$ cat src/rtl/core/assert_macros.svh
// Assertion helpers shared by the hash engine files.
`ifndef ASSERT_MACROS_SVH
`define ASSERT_MACROS_SVH

// Implication checked on every clock edge outside reset.
`define ASSERT_IMPLY(label, clk, rst, ante, cons, msg) \
   label: assert property (@(posedge clk) disable iff (rst) (ante) |-> (cons)) \
      else $error(msg);

// Implication checked in the cycle after the antecedent.
`define ASSERT_NEXT(label, clk, rst, ante, cons, msg) \
   label: assert property (@(posedge clk) disable iff (rst) (ante) |=> (cons)) \
      else $error(msg);

`endif

$ cat src/rtl/core/shash_pkg.sv
package shash_pkg;

   typedef struct packed {
      logic [31:0] message_word;
      logic [2:0]  valid_bytes;
      logic        final_word;
   } req_type;

   typedef struct packed {
      logic [31:0] digest_word;
      logic [2:0]  digest_index;
      logic        digest_done;
   } rsp_type;

   // One word handed from the front end to the compression back end.
   typedef struct packed {
      logic [31:0] data;
      logic        start;  // first word of a message: reload chain
      logic        algo;   // 1 selects SHA-256
      logic        last;   // last word of the padded message
   } blk_word_type;

   localparam int QueueDepth = 4;

   localparam logic [31:0] Sha1K0 = 32'h5a827999;
   localparam logic [31:0] Sha1K1 = 32'h6ed9eba1;
   localparam logic [31:0] Sha1K2 = 32'h8f1bbcdc;
   localparam logic [31:0] Sha1K3 = 32'hca62c1d6;
   localparam logic [7:0]  PadByte = 8'h80;

   function automatic logic [31:0] iv_word(input logic algo, input logic [2:0] idx);
      logic [31:0] r;
      r = 32'h0;
      if (algo) begin
         case (idx)
            3'd0: r = 32'h6a09e667;
            3'd1: r = 32'hbb67ae85;
            3'd2: r = 32'h3c6ef372;
            3'd3: r = 32'ha54ff53a;
            3'd4: r = 32'h510e527f;
            3'd5: r = 32'h9b05688c;
            3'd6: r = 32'h1f83d9ab;
            3'd7: r = 32'h5be0cd19;
            default: r = 32'h0;
         endcase
      end else begin
         case (idx)
            3'd0: r = 32'h67452301;
            3'd1: r = 32'hefcdab89;
            3'd2: r = 32'h98badcfe;
            3'd3: r = 32'h10325476;
            3'd4: r = 32'hc3d2e1f0;
            default: r = 32'h0;
         endcase
      end
      return r;
   endfunction

   function automatic logic [31:0] k256(input logic [5:0] i);
      logic [31:0] t [64];
      t = '{
         32'h428a2f98, 32'h71374491, 32'hb5c0fbcf, 32'he9b5dba5, 32'h3956c25b, 32'h59f111f1,
         32'h923f82a4, 32'hab1c5ed5, 32'hd807aa98, 32'h12835b01, 32'h243185be, 32'h550c7dc3,
         32'h72be5d74, 32'h80deb1fe, 32'h9bdc06a7, 32'hc19bf174, 32'he49b69c1, 32'hefbe4786,
         32'h0fc19dc6, 32'h240ca1cc, 32'h2de92c6f, 32'h4a7484aa, 32'h5cb0a9dc, 32'h76f988da,
         32'h983e5152, 32'ha831c66d, 32'hb00327c8, 32'hbf597fc7, 32'hc6e00bf3, 32'hd5a79147,
         32'h06ca6351, 32'h14292967, 32'h27b70a85, 32'h2e1b2138, 32'h4d2c6dfc, 32'h53380d13,
         32'h650a7354, 32'h766a0abb, 32'h81c2c92e, 32'h92722c85, 32'ha2bfe8a1, 32'ha81a664b,
         32'hc24b8b70, 32'hc76c51a3, 32'hd192e819, 32'hd6990624, 32'hf40e3585, 32'h106aa070,
         32'h19a4c116, 32'h1e376c08, 32'h2748774c, 32'h34b0bcb5, 32'h391c0cb3, 32'h4ed8aa4a,
         32'h5b9cca4f, 32'h682e6ff3, 32'h748f82ee, 32'h78a5636f, 32'h84c87814, 32'h8cc70208,
         32'h90befffa, 32'ha4506ceb, 32'hbef9a3f7, 32'hc67178f2};
      return t[i];
   endfunction

endpackage

$ cat src/rtl/core/shash_pad.sv
`include "assert_macros.svh"
// Front end: accept message words, count bits, emit the padded word stream.
module shash_pad (
   input  logic                   clock,
   input  logic                   reset,
   input  logic                   csr_hash_select,
   input  logic                   req_valid,
   output logic                   req_stall,
   input  shash_pkg::req_type     req_data,
   output logic                   q_valid,
   input  logic                   q_stall,
   output shash_pkg::blk_word_type q_data
);
   localparam logic [1:0] PS_IDLE = 2'd0;  // take message words
   localparam logic [1:0] PS_PAD  = 2'd1;  // emit zero words
   localparam logic [1:0] PS_LENH = 2'd2;
   localparam logic [1:0] PS_LENL = 2'd3;

   logic [1:0]  state_ff, state_in;
   logic [63:0] len_ff, len_in;
   logic [3:0]  fill_ff, fill_in;
   logic        busy_ff, busy_in;
   logic        algo_ff, algo_in;
   logic        extra_ff, extra_in;  // full final word: next word is the pad marker
   logic [2:0]  vb;
   logic [31:0] mask, marker, w;
   logic        emit, algo_now, start_now;

   assign algo_now  = busy_ff ? algo_ff : csr_hash_select;
   assign start_now = !busy_ff;
   assign emit      = q_valid && !q_stall;
   assign req_stall = (state_ff != PS_IDLE) || extra_ff || q_stall;

   always_comb begin
      vb = (!req_data.final_word || req_data.valid_bytes > 3'd4) ? 3'd4 : req_data.valid_bytes;
      mask = (vb == 3'd0) ? 32'h0 : (32'hffffffff << {(3'd4 - vb), 3'b000});
      marker = (vb == 3'd4) ? 32'h0 :
               ({24'h0, shash_pkg::PadByte} << {(3'd3 - vb[1:0]), 3'b000});
      w = (req_data.message_word & mask) | marker;
   end

   always_comb begin
      q_valid = 1'b0;
      q_data  = '0;
      q_data.algo = algo_now;
      if (extra_ff) begin
         q_valid = 1'b1;
         q_data.data = {shash_pkg::PadByte, 24'h0};
      end else begin
         case (state_ff)
            PS_IDLE: begin
               q_valid = req_valid;
               q_data.data = w;
               q_data.start = start_now;
            end
            PS_PAD:  q_valid = 1'b1;
            PS_LENH: begin
               q_valid = 1'b1;
               q_data.data = len_ff[63:32];
            end
            PS_LENL: begin
               q_valid = 1'b1;
               q_data.data = len_ff[31:0];
               q_data.last = 1'b1;
            end
            default: q_valid = 1'b0;
         endcase
      end
   end

   always_comb begin
      state_in = state_ff;
      len_in   = len_ff;
      fill_in  = fill_ff;
      busy_in  = busy_ff;
      algo_in  = algo_ff;
      extra_in = extra_ff;
      if (emit) begin
         fill_in = fill_ff + 4'd1;
         if (extra_ff) begin
            extra_in = 1'b0;
            state_in = (fill_ff == 4'd13) ? PS_LENH : PS_PAD;
         end else begin
            case (state_ff)
               PS_IDLE: begin
                  busy_in = 1'b1;
                  algo_in = algo_now;
                  len_in  = (start_now ? 64'd0 : len_ff) + {58'd0, vb, 3'b000};
                  if (req_data.final_word) begin
                     if (vb == 3'd4) extra_in = 1'b1;
                     else state_in = (fill_ff == 4'd13) ? PS_LENH : PS_PAD;
                  end
                  if (start_now) fill_in = 4'd1;
               end
               PS_PAD:  if (fill_ff == 4'd13) state_in = PS_LENH;
               PS_LENH: state_in = PS_LENL;
               PS_LENL: begin
                  state_in = PS_IDLE;
                  busy_in  = 1'b0;
                  fill_in  = 4'd0;
               end
               default: state_in = PS_IDLE;
            endcase
         end
      end
   end

   always_ff @(posedge clock) begin
      if (reset) begin
         state_ff <= PS_IDLE;
         len_ff   <= 64'd0;
         fill_ff  <= 4'd0;
         busy_ff  <= 1'b0;
         algo_ff  <= 1'b1;
         extra_ff <= 1'b0;
      end else begin
         state_ff <= state_in;
         len_ff   <= len_in;
         fill_ff  <= fill_in;
         busy_ff  <= busy_in;
         algo_ff  <= algo_in;
         extra_ff <= extra_in;
      end
   end

   `ASSERT_IMPLY(a_len_slot, clock, reset, state_ff == PS_LENH, fill_ff == 4'd14 && !extra_ff, "length high word off slot 14")
   `ASSERT_IMPLY(a_last_end, clock, reset, q_valid && q_data.last, fill_ff == 4'd15, "last word not at block end")
   `ASSERT_NEXT(a_idle_after, clock, reset, emit && q_data.last, state_ff == PS_IDLE && !busy_ff, "no return to idle")
endmodule

$ cat src/rtl/core/shash_fifo.sv
`include "assert_macros.svh"
// Short queue between padding front end and compression back end.
module shash_fifo #(
   parameter int Depth = shash_pkg::QueueDepth
) (
   input  logic                    clock,
   input  logic                    reset,
   input  logic                    in_valid,
   output logic                    in_stall,
   input  shash_pkg::blk_word_type in_data,
   output logic                    out_valid,
   input  logic                    out_stall,
   output shash_pkg::blk_word_type out_data
);
   localparam int AW = (Depth > 1) ? $clog2(Depth) : 1;

   shash_pkg::blk_word_type mem_ff [Depth];
   logic [AW-1:0] wp_ff, rp_ff;
   logic [AW:0]   cnt_ff;
   logic          push, pop;

   assign in_stall  = (cnt_ff == (AW+1)'(Depth));
   assign out_valid = (cnt_ff != '0);
   assign out_data  = mem_ff[rp_ff];
   assign push = in_valid && !in_stall;
   assign pop  = out_valid && !out_stall;

   always_ff @(posedge clock) begin
      if (push) mem_ff[wp_ff] <= in_data;
   end

   always_ff @(posedge clock) begin
      if (reset) begin
         wp_ff  <= '0;
         rp_ff  <= '0;
         cnt_ff <= '0;
      end else begin
         if (push) wp_ff <= (wp_ff == AW'(Depth - 1)) ? '0 : wp_ff + 1'b1;
         if (pop)  rp_ff <= (rp_ff == AW'(Depth - 1)) ? '0 : rp_ff + 1'b1;
         cnt_ff <= cnt_ff + (AW+1)'(push) - (AW+1)'(pop);
      end
   end

   `ASSERT_IMPLY(a_cnt_max, clock, reset, 1'b1, cnt_ff <= (AW+1)'(Depth), "queue overflow")
   `ASSERT_NEXT(a_full_cnt, clock, reset, push && !pop, cnt_ff == $past(cnt_ff) + 1'b1, "missed push")
   `ASSERT_NEXT(a_pop_cnt, clock, reset, pop && !push, cnt_ff == $past(cnt_ff) - 1'b1, "missed pop")
endmodule

$ cat src/rtl/core/shash_core.sv
`include "assert_macros.svh"
// Back end: buffer 16 words, one round a cycle, then stream the digest.
module shash_core (
   input  logic                    clock,
   input  logic                    reset,
   input  logic                    q_valid,
   output logic                    q_stall,
   input  shash_pkg::blk_word_type q_data,
   output logic                    rsp_valid,
   input  logic                    rsp_stall,
   output shash_pkg::rsp_type      rsp_data
);
   localparam logic [1:0] CS_FILL = 2'd0;
   localparam logic [1:0] CS_RND  = 2'd1;
   localparam logic [1:0] CS_ADD  = 2'd2;
   localparam logic [1:0] CS_OUT  = 2'd3;

   logic [1:0]  state_ff;
   logic [3:0]  fill_ff;
   logic [6:0]  rnd_ff;
   logic        algo_ff, last_ff;
   logic [2:0]  oidx_ff;
   logic [31:0] chain_ff [8];
   logic [31:0] wk_ff [8];
   logic [31:0] w_ff [16];   // message schedule window
   logic [31:0] wnext, wcur, t1, t2, kk, f, tsha1;
   logic [31:0] s0w, s1w, s0a, s1e, ch, maj;
   logic        take;

   function automatic logic [31:0] rr(input logic [31:0] x, input int n);
      return (x >> n) | (x << (32 - n));
   endfunction

   assign take    = (state_ff == CS_FILL) && q_valid;
   assign q_stall = (state_ff != CS_FILL);
   assign wcur    = w_ff[0];

   always_comb begin
      s0w = rr(w_ff[1], 7) ^ rr(w_ff[1], 18) ^ (w_ff[1] >> 3);
      s1w = rr(w_ff[14], 17) ^ rr(w_ff[14], 19) ^ (w_ff[14] >> 10);
      if (algo_ff) wnext = w_ff[0] + s0w + w_ff[9] + s1w;
      else wnext = rr(w_ff[13] ^ w_ff[8] ^ w_ff[2] ^ w_ff[0], 31);
      s1e = rr(wk_ff[4], 6) ^ rr(wk_ff[4], 11) ^ rr(wk_ff[4], 25);
      s0a = rr(wk_ff[0], 2) ^ rr(wk_ff[0], 13) ^ rr(wk_ff[0], 22);
      ch  = (wk_ff[4] & wk_ff[5]) ^ (~wk_ff[4] & wk_ff[6]);
      maj = (wk_ff[0] & wk_ff[1]) ^ (wk_ff[0] & wk_ff[2]) ^ (wk_ff[1] & wk_ff[2]);
      t1  = wk_ff[7] + s1e + ch + shash_pkg::k256(rnd_ff[5:0]) + wcur;
      t2  = s0a + maj;
      if (rnd_ff < 7'd20) begin
         f = (wk_ff[1] & wk_ff[2]) | (~wk_ff[1] & wk_ff[3]); kk = shash_pkg::Sha1K0;
      end else if (rnd_ff < 7'd40) begin
         f = wk_ff[1] ^ wk_ff[2] ^ wk_ff[3]; kk = shash_pkg::Sha1K1;
      end else if (rnd_ff < 7'd60) begin
         f = (wk_ff[1] & wk_ff[2]) | (wk_ff[1] & wk_ff[3]) | (wk_ff[2] & wk_ff[3]);
         kk = shash_pkg::Sha1K2;
      end else begin
         f = wk_ff[1] ^ wk_ff[2] ^ wk_ff[3]; kk = shash_pkg::Sha1K3;
      end
      tsha1 = rr(wk_ff[0], 27) + f + wk_ff[4] + kk + wcur;
   end

   always_ff @(posedge clock) begin
      if (take) begin
         w_ff[fill_ff] <= q_data.data;
         if (q_data.start) begin
            for (int i = 0; i < 8; i++) chain_ff[i] <= shash_pkg::iv_word(q_data.algo, 3'(i));
         end
      end
      if (state_ff == CS_FILL && take && fill_ff == 4'd15) begin
         for (int i = 0; i < 8; i++) wk_ff[i] <= (q_data.start) ?
            shash_pkg::iv_word(q_data.algo, 3'(i)) : chain_ff[i];
      end
      if (state_ff == CS_RND) begin
         for (int i = 0; i < 15; i++) w_ff[i] <= w_ff[i+1];
         w_ff[15] <= wnext;
         if (algo_ff) begin
            wk_ff[0] <= t1 + t2; wk_ff[1] <= wk_ff[0]; wk_ff[2] <= wk_ff[1];
            wk_ff[3] <= wk_ff[2]; wk_ff[4] <= wk_ff[3] + t1; wk_ff[5] <= wk_ff[4];
            wk_ff[6] <= wk_ff[5]; wk_ff[7] <= wk_ff[6];
         end else begin
            wk_ff[0] <= tsha1; wk_ff[1] <= wk_ff[0]; wk_ff[2] <= rr(wk_ff[1], 2);
            wk_ff[3] <= wk_ff[2]; wk_ff[4] <= wk_ff[3];
         end
      end
      if (state_ff == CS_ADD) begin
         for (int i = 0; i < 8; i++) chain_ff[i] <= chain_ff[i] + wk_ff[i];
      end
   end

   always_ff @(posedge clock) begin
      if (reset) begin
         state_ff <= CS_FILL;
         fill_ff  <= 4'd0;
         rnd_ff   <= 7'd0;
         algo_ff  <= 1'b1;
         last_ff  <= 1'b0;
         oidx_ff  <= 3'd0;
      end else begin
         case (state_ff)
            CS_FILL: if (take) begin
               fill_ff <= fill_ff + 4'd1;
               algo_ff <= q_data.algo;
               if (fill_ff == 4'd15) begin
                  last_ff  <= q_data.last;
                  rnd_ff   <= 7'd0;
                  state_ff <= CS_RND;
               end
            end
            CS_RND: begin
               rnd_ff <= rnd_ff + 7'd1;
               if (rnd_ff == (algo_ff ? 7'd63 : 7'd79)) state_ff <= CS_ADD;
            end
            CS_ADD: begin
               oidx_ff  <= 3'd0;
               state_ff <= last_ff ? CS_OUT : CS_FILL;
            end
            CS_OUT: if (!rsp_stall) begin
               oidx_ff <= oidx_ff + 3'd1;
               if (rsp_data.digest_done) state_ff <= CS_FILL;
            end
            default: state_ff <= CS_FILL;
         endcase
      end
   end

   assign rsp_valid = (state_ff == CS_OUT);
   always_comb begin
      rsp_data.digest_word  = chain_ff[oidx_ff];
      rsp_data.digest_index = oidx_ff;
      rsp_data.digest_done  = (oidx_ff == (algo_ff ? 3'd7 : 3'd4));
   end

   `ASSERT_IMPLY(a_no_take, clock, reset, state_ff != CS_FILL, !take, "word taken mid compression")
   `ASSERT_IMPLY(a_rnd_rng, clock, reset, state_ff == CS_RND, rnd_ff < 7'd80, "round count out of range")
   `ASSERT_NEXT(a_hold, clock, reset, rsp_valid && rsp_stall, rsp_valid && $stable(oidx_ff), "output index moved under stall")
endmodule

$ cat src/rtl/core/sha1_sha256_hash_engine.sv
// channel | ports                           | direction
// req     | req_valid req_stall req_data    | message words in
// rsp     | rsp_valid rsp_stall rsp_data    | digest words out
// csr     | csr_write csr_data              | hash select (0 SHA-1, 1 SHA-256)
// Each 16-word block is filled into the back end, then runs 64 (SHA-256) or 80 (SHA-1)
// rounds on the single round unit, and is then added into the chaining value.
// The final word adds the pad marker, zero fill and both length words, possibly in an
// extra block, then 5 or 8 digest words. Synchronous reset clears all control state.
// The front end keeps accepting into a 4-entry queue while rounds run.
module sha1_sha256_hash_engine #(
   parameter int QueueDepth = shash_pkg::QueueDepth
) (
   input  logic                clock,
   input  logic                reset,
   input  logic                csr_write,
   input  logic                csr_data,
   input  logic                req_valid,
   output logic                req_stall,
   input  shash_pkg::req_type  req_data,
   output logic                rsp_valid,
   input  logic                rsp_stall,
   output shash_pkg::rsp_type  rsp_data
);
   logic sel_ff;
   logic a_valid, a_stall, b_valid, b_stall;
   shash_pkg::blk_word_type a_data, b_data;

   always_ff @(posedge clock) begin
      if (reset) sel_ff <= 1'b1;
      else if (csr_write) sel_ff <= csr_data;
   end

   shash_pad u_pad (
      .clock, .reset, .csr_hash_select(sel_ff),
      .req_valid, .req_stall, .req_data,
      .q_valid(a_valid), .q_stall(a_stall), .q_data(a_data));

   shash_fifo #(.Depth(QueueDepth)) u_fifo (
      .clock, .reset,
      .in_valid(a_valid), .in_stall(a_stall), .in_data(a_data),
      .out_valid(b_valid), .out_stall(b_stall), .out_data(b_data));

   shash_core u_core (
      .clock, .reset,
      .q_valid(b_valid), .q_stall(b_stall), .q_data(b_data),
      .rsp_valid, .rsp_stall, .rsp_data);
endmodule

$ cat config.mk
export PLATFORM = sky130hd
export DESIGN_NAME = sha1_sha256_hash_engine
export DESIGN_NICKNAME = d
export VERILOG_FILES = /design/src/rtl/core/shash_pkg.sv /design/src/rtl/core/shash_pad.sv /design/src/rtl/core/shash_fifo.sv /design/src/rtl/core/shash_core.sv /design/src/rtl/core/sha1_sha256_hash_engine.sv
export VERILOG_INCLUDE_DIRS = /design/src /design/src/rtl/core
export SDC_FILE = /design/constraint.sdc
export NUM_CORES = 2
export LEC_CHECK = 0
export BUFFER_PORTS_ARGS = -buffer_cell sky130_fd_sc_hd__buf_4
export CAP_MARGIN = 20
export CORE_MARGIN = 3
export CORE_UTILIZATION = 40
export CTS_CLUSTER_DIAMETER = 30
export DETAILED_ROUTE_END_ITERATION = 16
export PLACE_DENSITY_LB_ADDON = 0.15
export SLEW_MARGIN = 0
export SYNTH_ARGS = -nofsm -noshare
export SYNTH_HDL_FRONTEND = slang
export SYNTH_SLANG_ARGS = --single-unit
$ cat constraint.sdc
create_clock -name clock -period 27.3 [get_ports clock]
set_input_delay 4.095 -clock clock [delete_from_list [all_inputs] [get_ports clock]]
set_output_delay 4.095 -clock clock [all_outputs]
set_load 0.005 [all_outputs]
==> PnR_summary.wiki <==
{| class="wikitable"
! Metric !! Value
|-
| Area grow syn2layout || 17.7%
|-
| Number of routed nets with antenna violations || 0
|-
| Total half-perimeter wirelength after legalization and detailed placement || 246000 um
|-
| Cell family contributing the most delay on the critical path || compound AO/OA/AOI/OAI gates
|-
| Power Density || 150 mW/mm^2
|-
| Global-route wire length before repair || 482000 um
|-
| Hold Slack || about 0.46 ns
|-
| Number of nets at the end of the flow || 9271
|-
| Setup Fix Bufs, Post-CTS || 0
|-
| Top FF cell, synth || edfxtp_1
|-
| Quantity of gates resized following cts || 0
|-
| Overall overflow remaining after global route || 0
|-
| Maximum single-stage delay on the critical path || roughly 0.74 ns
|-
| Number of remaining DRC errors || 0
|-
| Count of vias placed by the detailed router || 69.5k
|-
| CTS Hold Buffers Added || 0
|-
| DIE WIDTH || 476 um
|-
| Tot GR Track Use || between 20% and 30%
|-
| Initial Utilization || 40.4%
|-
| F_max || 91.6 MHz
|-
| Actual transition at the worst max-transition pin || roughly 1.3 ns
|-
| Routed wire length per instance || 29.2 um
|-
| Num Clock Sinks || 1265
|-
| Sequential cell area fraction in the yosys report || between 40% and 50%
|-
| Leakage power of the design || 41.6 nW
|-
| Count of buffers inserted at the top-level ports || approximately 80
|-
| Share of the clock period used by the worst path after layout || ~40%
|-
| Max-Slew Margin vs Limit || 12.6%
|-
| Skew-Pair Late Insertion Delay || between 0.9 and 1 ns
|-
| Number of CTS-inserted buffers || 366
|-
| Met2 wire len || 143000 um
|-
| Post-synthesis average cell area || between 10 and 15 um^2
|-
| Cell area after synthesis || 0.0882 mm^2
|-
| Clock Root Buffer || clkbuf_16
|-
| Vias in the first global route || 67.6k
|-
| Number of max-cap violations || 0
|-
| Final weighted congestion in routability-driven placement || 0.991
|-
| Share of cells above drive strength 1 || 11.4%
|-
| Class of the most critical setup path || reg -> reg
|-
| Die outline area || 0.226 mm^2
|-
| Final critical delay including setup and external delays || 10.92 ns
|-
| Clock skew after layout || 0.108 ns
|-
| CP Data Required Time || around 28 ns
|-
| DR pass1 iterations || 6
|-
| H-tree depth || 5
|-
| Count of final max-slew check failures || 0
|-
| Routed wl met3 || 29300 um
|-
| Post-CTS clock slew at the launch and capture registers of the worst setup and hold paths || 0.05 ns
|-
| Core outline area || 0.218 mm^2
|-
| Sum of buffers and inverters on the critical path || 6
|-
| Number of warning messages in the yosys log || 0
|-
| Via/cell ratio || ~6.0
|-
| Crit path DAT || 11.58 ns
|-
| Area share of the leading cell type in the synthesized netlist || 39.6%
|-
| Most area-hungry cell type in the Yosys netlist || edfxtp_1
|-
| FF+latch count, synth || 1265
|-
| Distinct cell type count after synthesis || 91
|-
| Largest net degree at the start of global routing || approximately 240
|-
| Top cells by count, synth || 1164 x edfxtp_1, 649 x nand2_1, 646 x a21o_1
|-
| I/O pin total || 80
|-
| 1st-iter DRT viols || 7825
|-
| Top post-synthesis cells by area || edfxtp_1 40%, fa_1 7.2%, ha_1 7.0%
|-
| Total routed wirelength || roughly 340000 um
|-
| Gate Count Post-Synth || 8311
|-
| Element type at the critical path end || flop
|-
| Final hold violations || 0
|-
| Number of flops mapped to enable cells by yosys || roughly 1.2k
|-
| Y dimension of the die || about 480 um
|-
| Number of antenna violations at the first check in global routing || 22
|-
| Type of the tightest min-delay check || reg -> reg
|-
| Clock tree from TritonCTS || yes
|-
| Run status || finished clean
|-
| Number of buffers on the longest clock path || 4
|-
| FP Rows || 171
|-
| Dominant cell by count in the synthesized netlist || edfxtp_1
|-
| Max rail drop VDD || approximately 0.091 mV
|-
| Uppermost signal routing layer after detailed routing || met5
|-
| Launching element type of the critical path || flop
|-
| Setup TNS || 0 ns
|-
| Met1 wire length || 152000 um
|-
| Final setup vio count || 0
|-
| Unrepaired setup endpoints after global routing || false
|-
| Async SR Flop Fraction || 0%
|-
| Cell with the largest stage delay on the worst path || a2111oi_0
|-
| Largest fanout on the critical path || 23
|-
| Net count after synthesis || a little over 9k
|}
[stage by stage]
| stage | utilization, % | worst slack, ns | std cells | total power (W) | cell area, um^2 |
|---|---|---|---|---|---|
| 2_1_floorplan | - | 18.42 | 8311 | 0.00894 | 88200 |
| 3_3_place_gp | 42.1 | 16.54 | 10900 | 0.0112 | 91900 |
| 3_5_place_dp | 42.1 | 16.51 | 10900 | 0.0113 | 91900 |
| 4_1_cts | 47.6 | 16.56 | 11600 | 0.0155 | 104000 |
| 5_1_grt | 47.6 | 15.88 | 11600 | 0.0165 | 104000 |
| 6_report | 47.6 | 16.38 | 11600 | 0.0156 | 104000 |
[cells in the final DEF, fill, tap and decap left out, types with 28 or more instances in the layout]
cell       instances
and3_1            46
a22o_1            33
xor2_1           239
nand2_1          635
inv_1            406
mux2_2            48
a211oi_1          66
xnor2_1          577
ha_1             494
clkinv_1          69
nand3_1          120
clkbuf_16        370
o221ai_1          39
mux4_2           100
nand4_1           38
o21bai_1          48
nor2b_1           68
o21ai_0          543
a211o_1           28
and2_1            64
fa_1             317
clkbuf_1          52
nor2_1           531
o211ai_1          63
bufinv_16         46
o31ai_1           30
mux2i_1          120
a31oi_1           54
clkinv_2          66
edfxtp_1        1164
a21oi_1          507
a222oi_1          31
nor3_1           119
dfxtp_1           91
a21o_1           646
nand2b_1          84
buf_4            212
o21a_1            78
[cell families (layout without fill, tap and decap cells)]
group / count (synthesis) / in the layout / synth area share, %
simple gates: 1854 / 1854 / 9.55
other cells: 0 / 9 / 0
xor+xnor: 816 / 816 / 8.10
buf+inv: 886 / 1276 / 3.77
flops: 1265 / 1265 / 41.9
mux: 268 / 268 / 4.53
compound gates: 2411 / 2411 / 17.9
fa+ha+maj: 811 / 811 / 14.2
[power by group]
group	internal [W]	switching, W
clock	0.00288	0.00125
combinational	0.00320	0.00497
sequential	0.00291	0.000395
[area by class of cell]
type / instances / area, um^2
clock inverters: 225 / 2410
inverters: 409 / 1540
diodes: 9 / 22.5
multi-input cells: 6160 / 48100
well taps: 2854 / 3570
fillers: 20000 / 114000
clock buffers: 426 / 9510
flip-flops and latches: 1265 / 37000
repair buffers: 216 / 1660
[metal layers]
metal  global-route usage [%]  vias up
met5                        0        -
met4                     11.0        2
met3                     5.64      496
met2                     42.8     3110
met1                     42.9    35200
li1                         -    30600
[state kept, by name (all words and copies together) (netlist names), named ones only]
register,count
sel_ff,1
u_core.algo_ff,1
u_core.chain_ff,256
u_core.fill_ff,4
u_core.last_ff,1
u_core.oidx_ff,3
u_core.rnd_ff,7
u_core.state_ff,2
u_core.w_ff,512
u_core.wk_ff,256
u_fifo.cnt_ff,3
u_fifo.mem_ff,140
u_fifo.rp_ff,2
u_fifo.wp_ff,2
u_pad.algo_ff,1
u_pad.busy_ff,1
u_pad.extra_ff,1
u_pad.fill_ff,4
u_pad.len_ff,61
u_pad.state_ff,2
[worst paths after layout]
path | end | depth (start not counted) | from | slack [ns]
worst min-delay path | u_core.w_ff[9][31] | 1 | u_core.w_ff[10][31] | 0.46
worst max register to register | u_core.wk_ff[0][31] | 38 | u_core.rnd_ff[1] | 16.38
worst max-delay path | u_core.wk_ff[0][31] | 38 | u_core.rnd_ff[1] | 16.38
worst min register to register | u_core.w_ff[9][31] | 1 | u_core.w_ff[10][31] | 0.46
No activity file was read; power rests on OpenSTA's default activity.
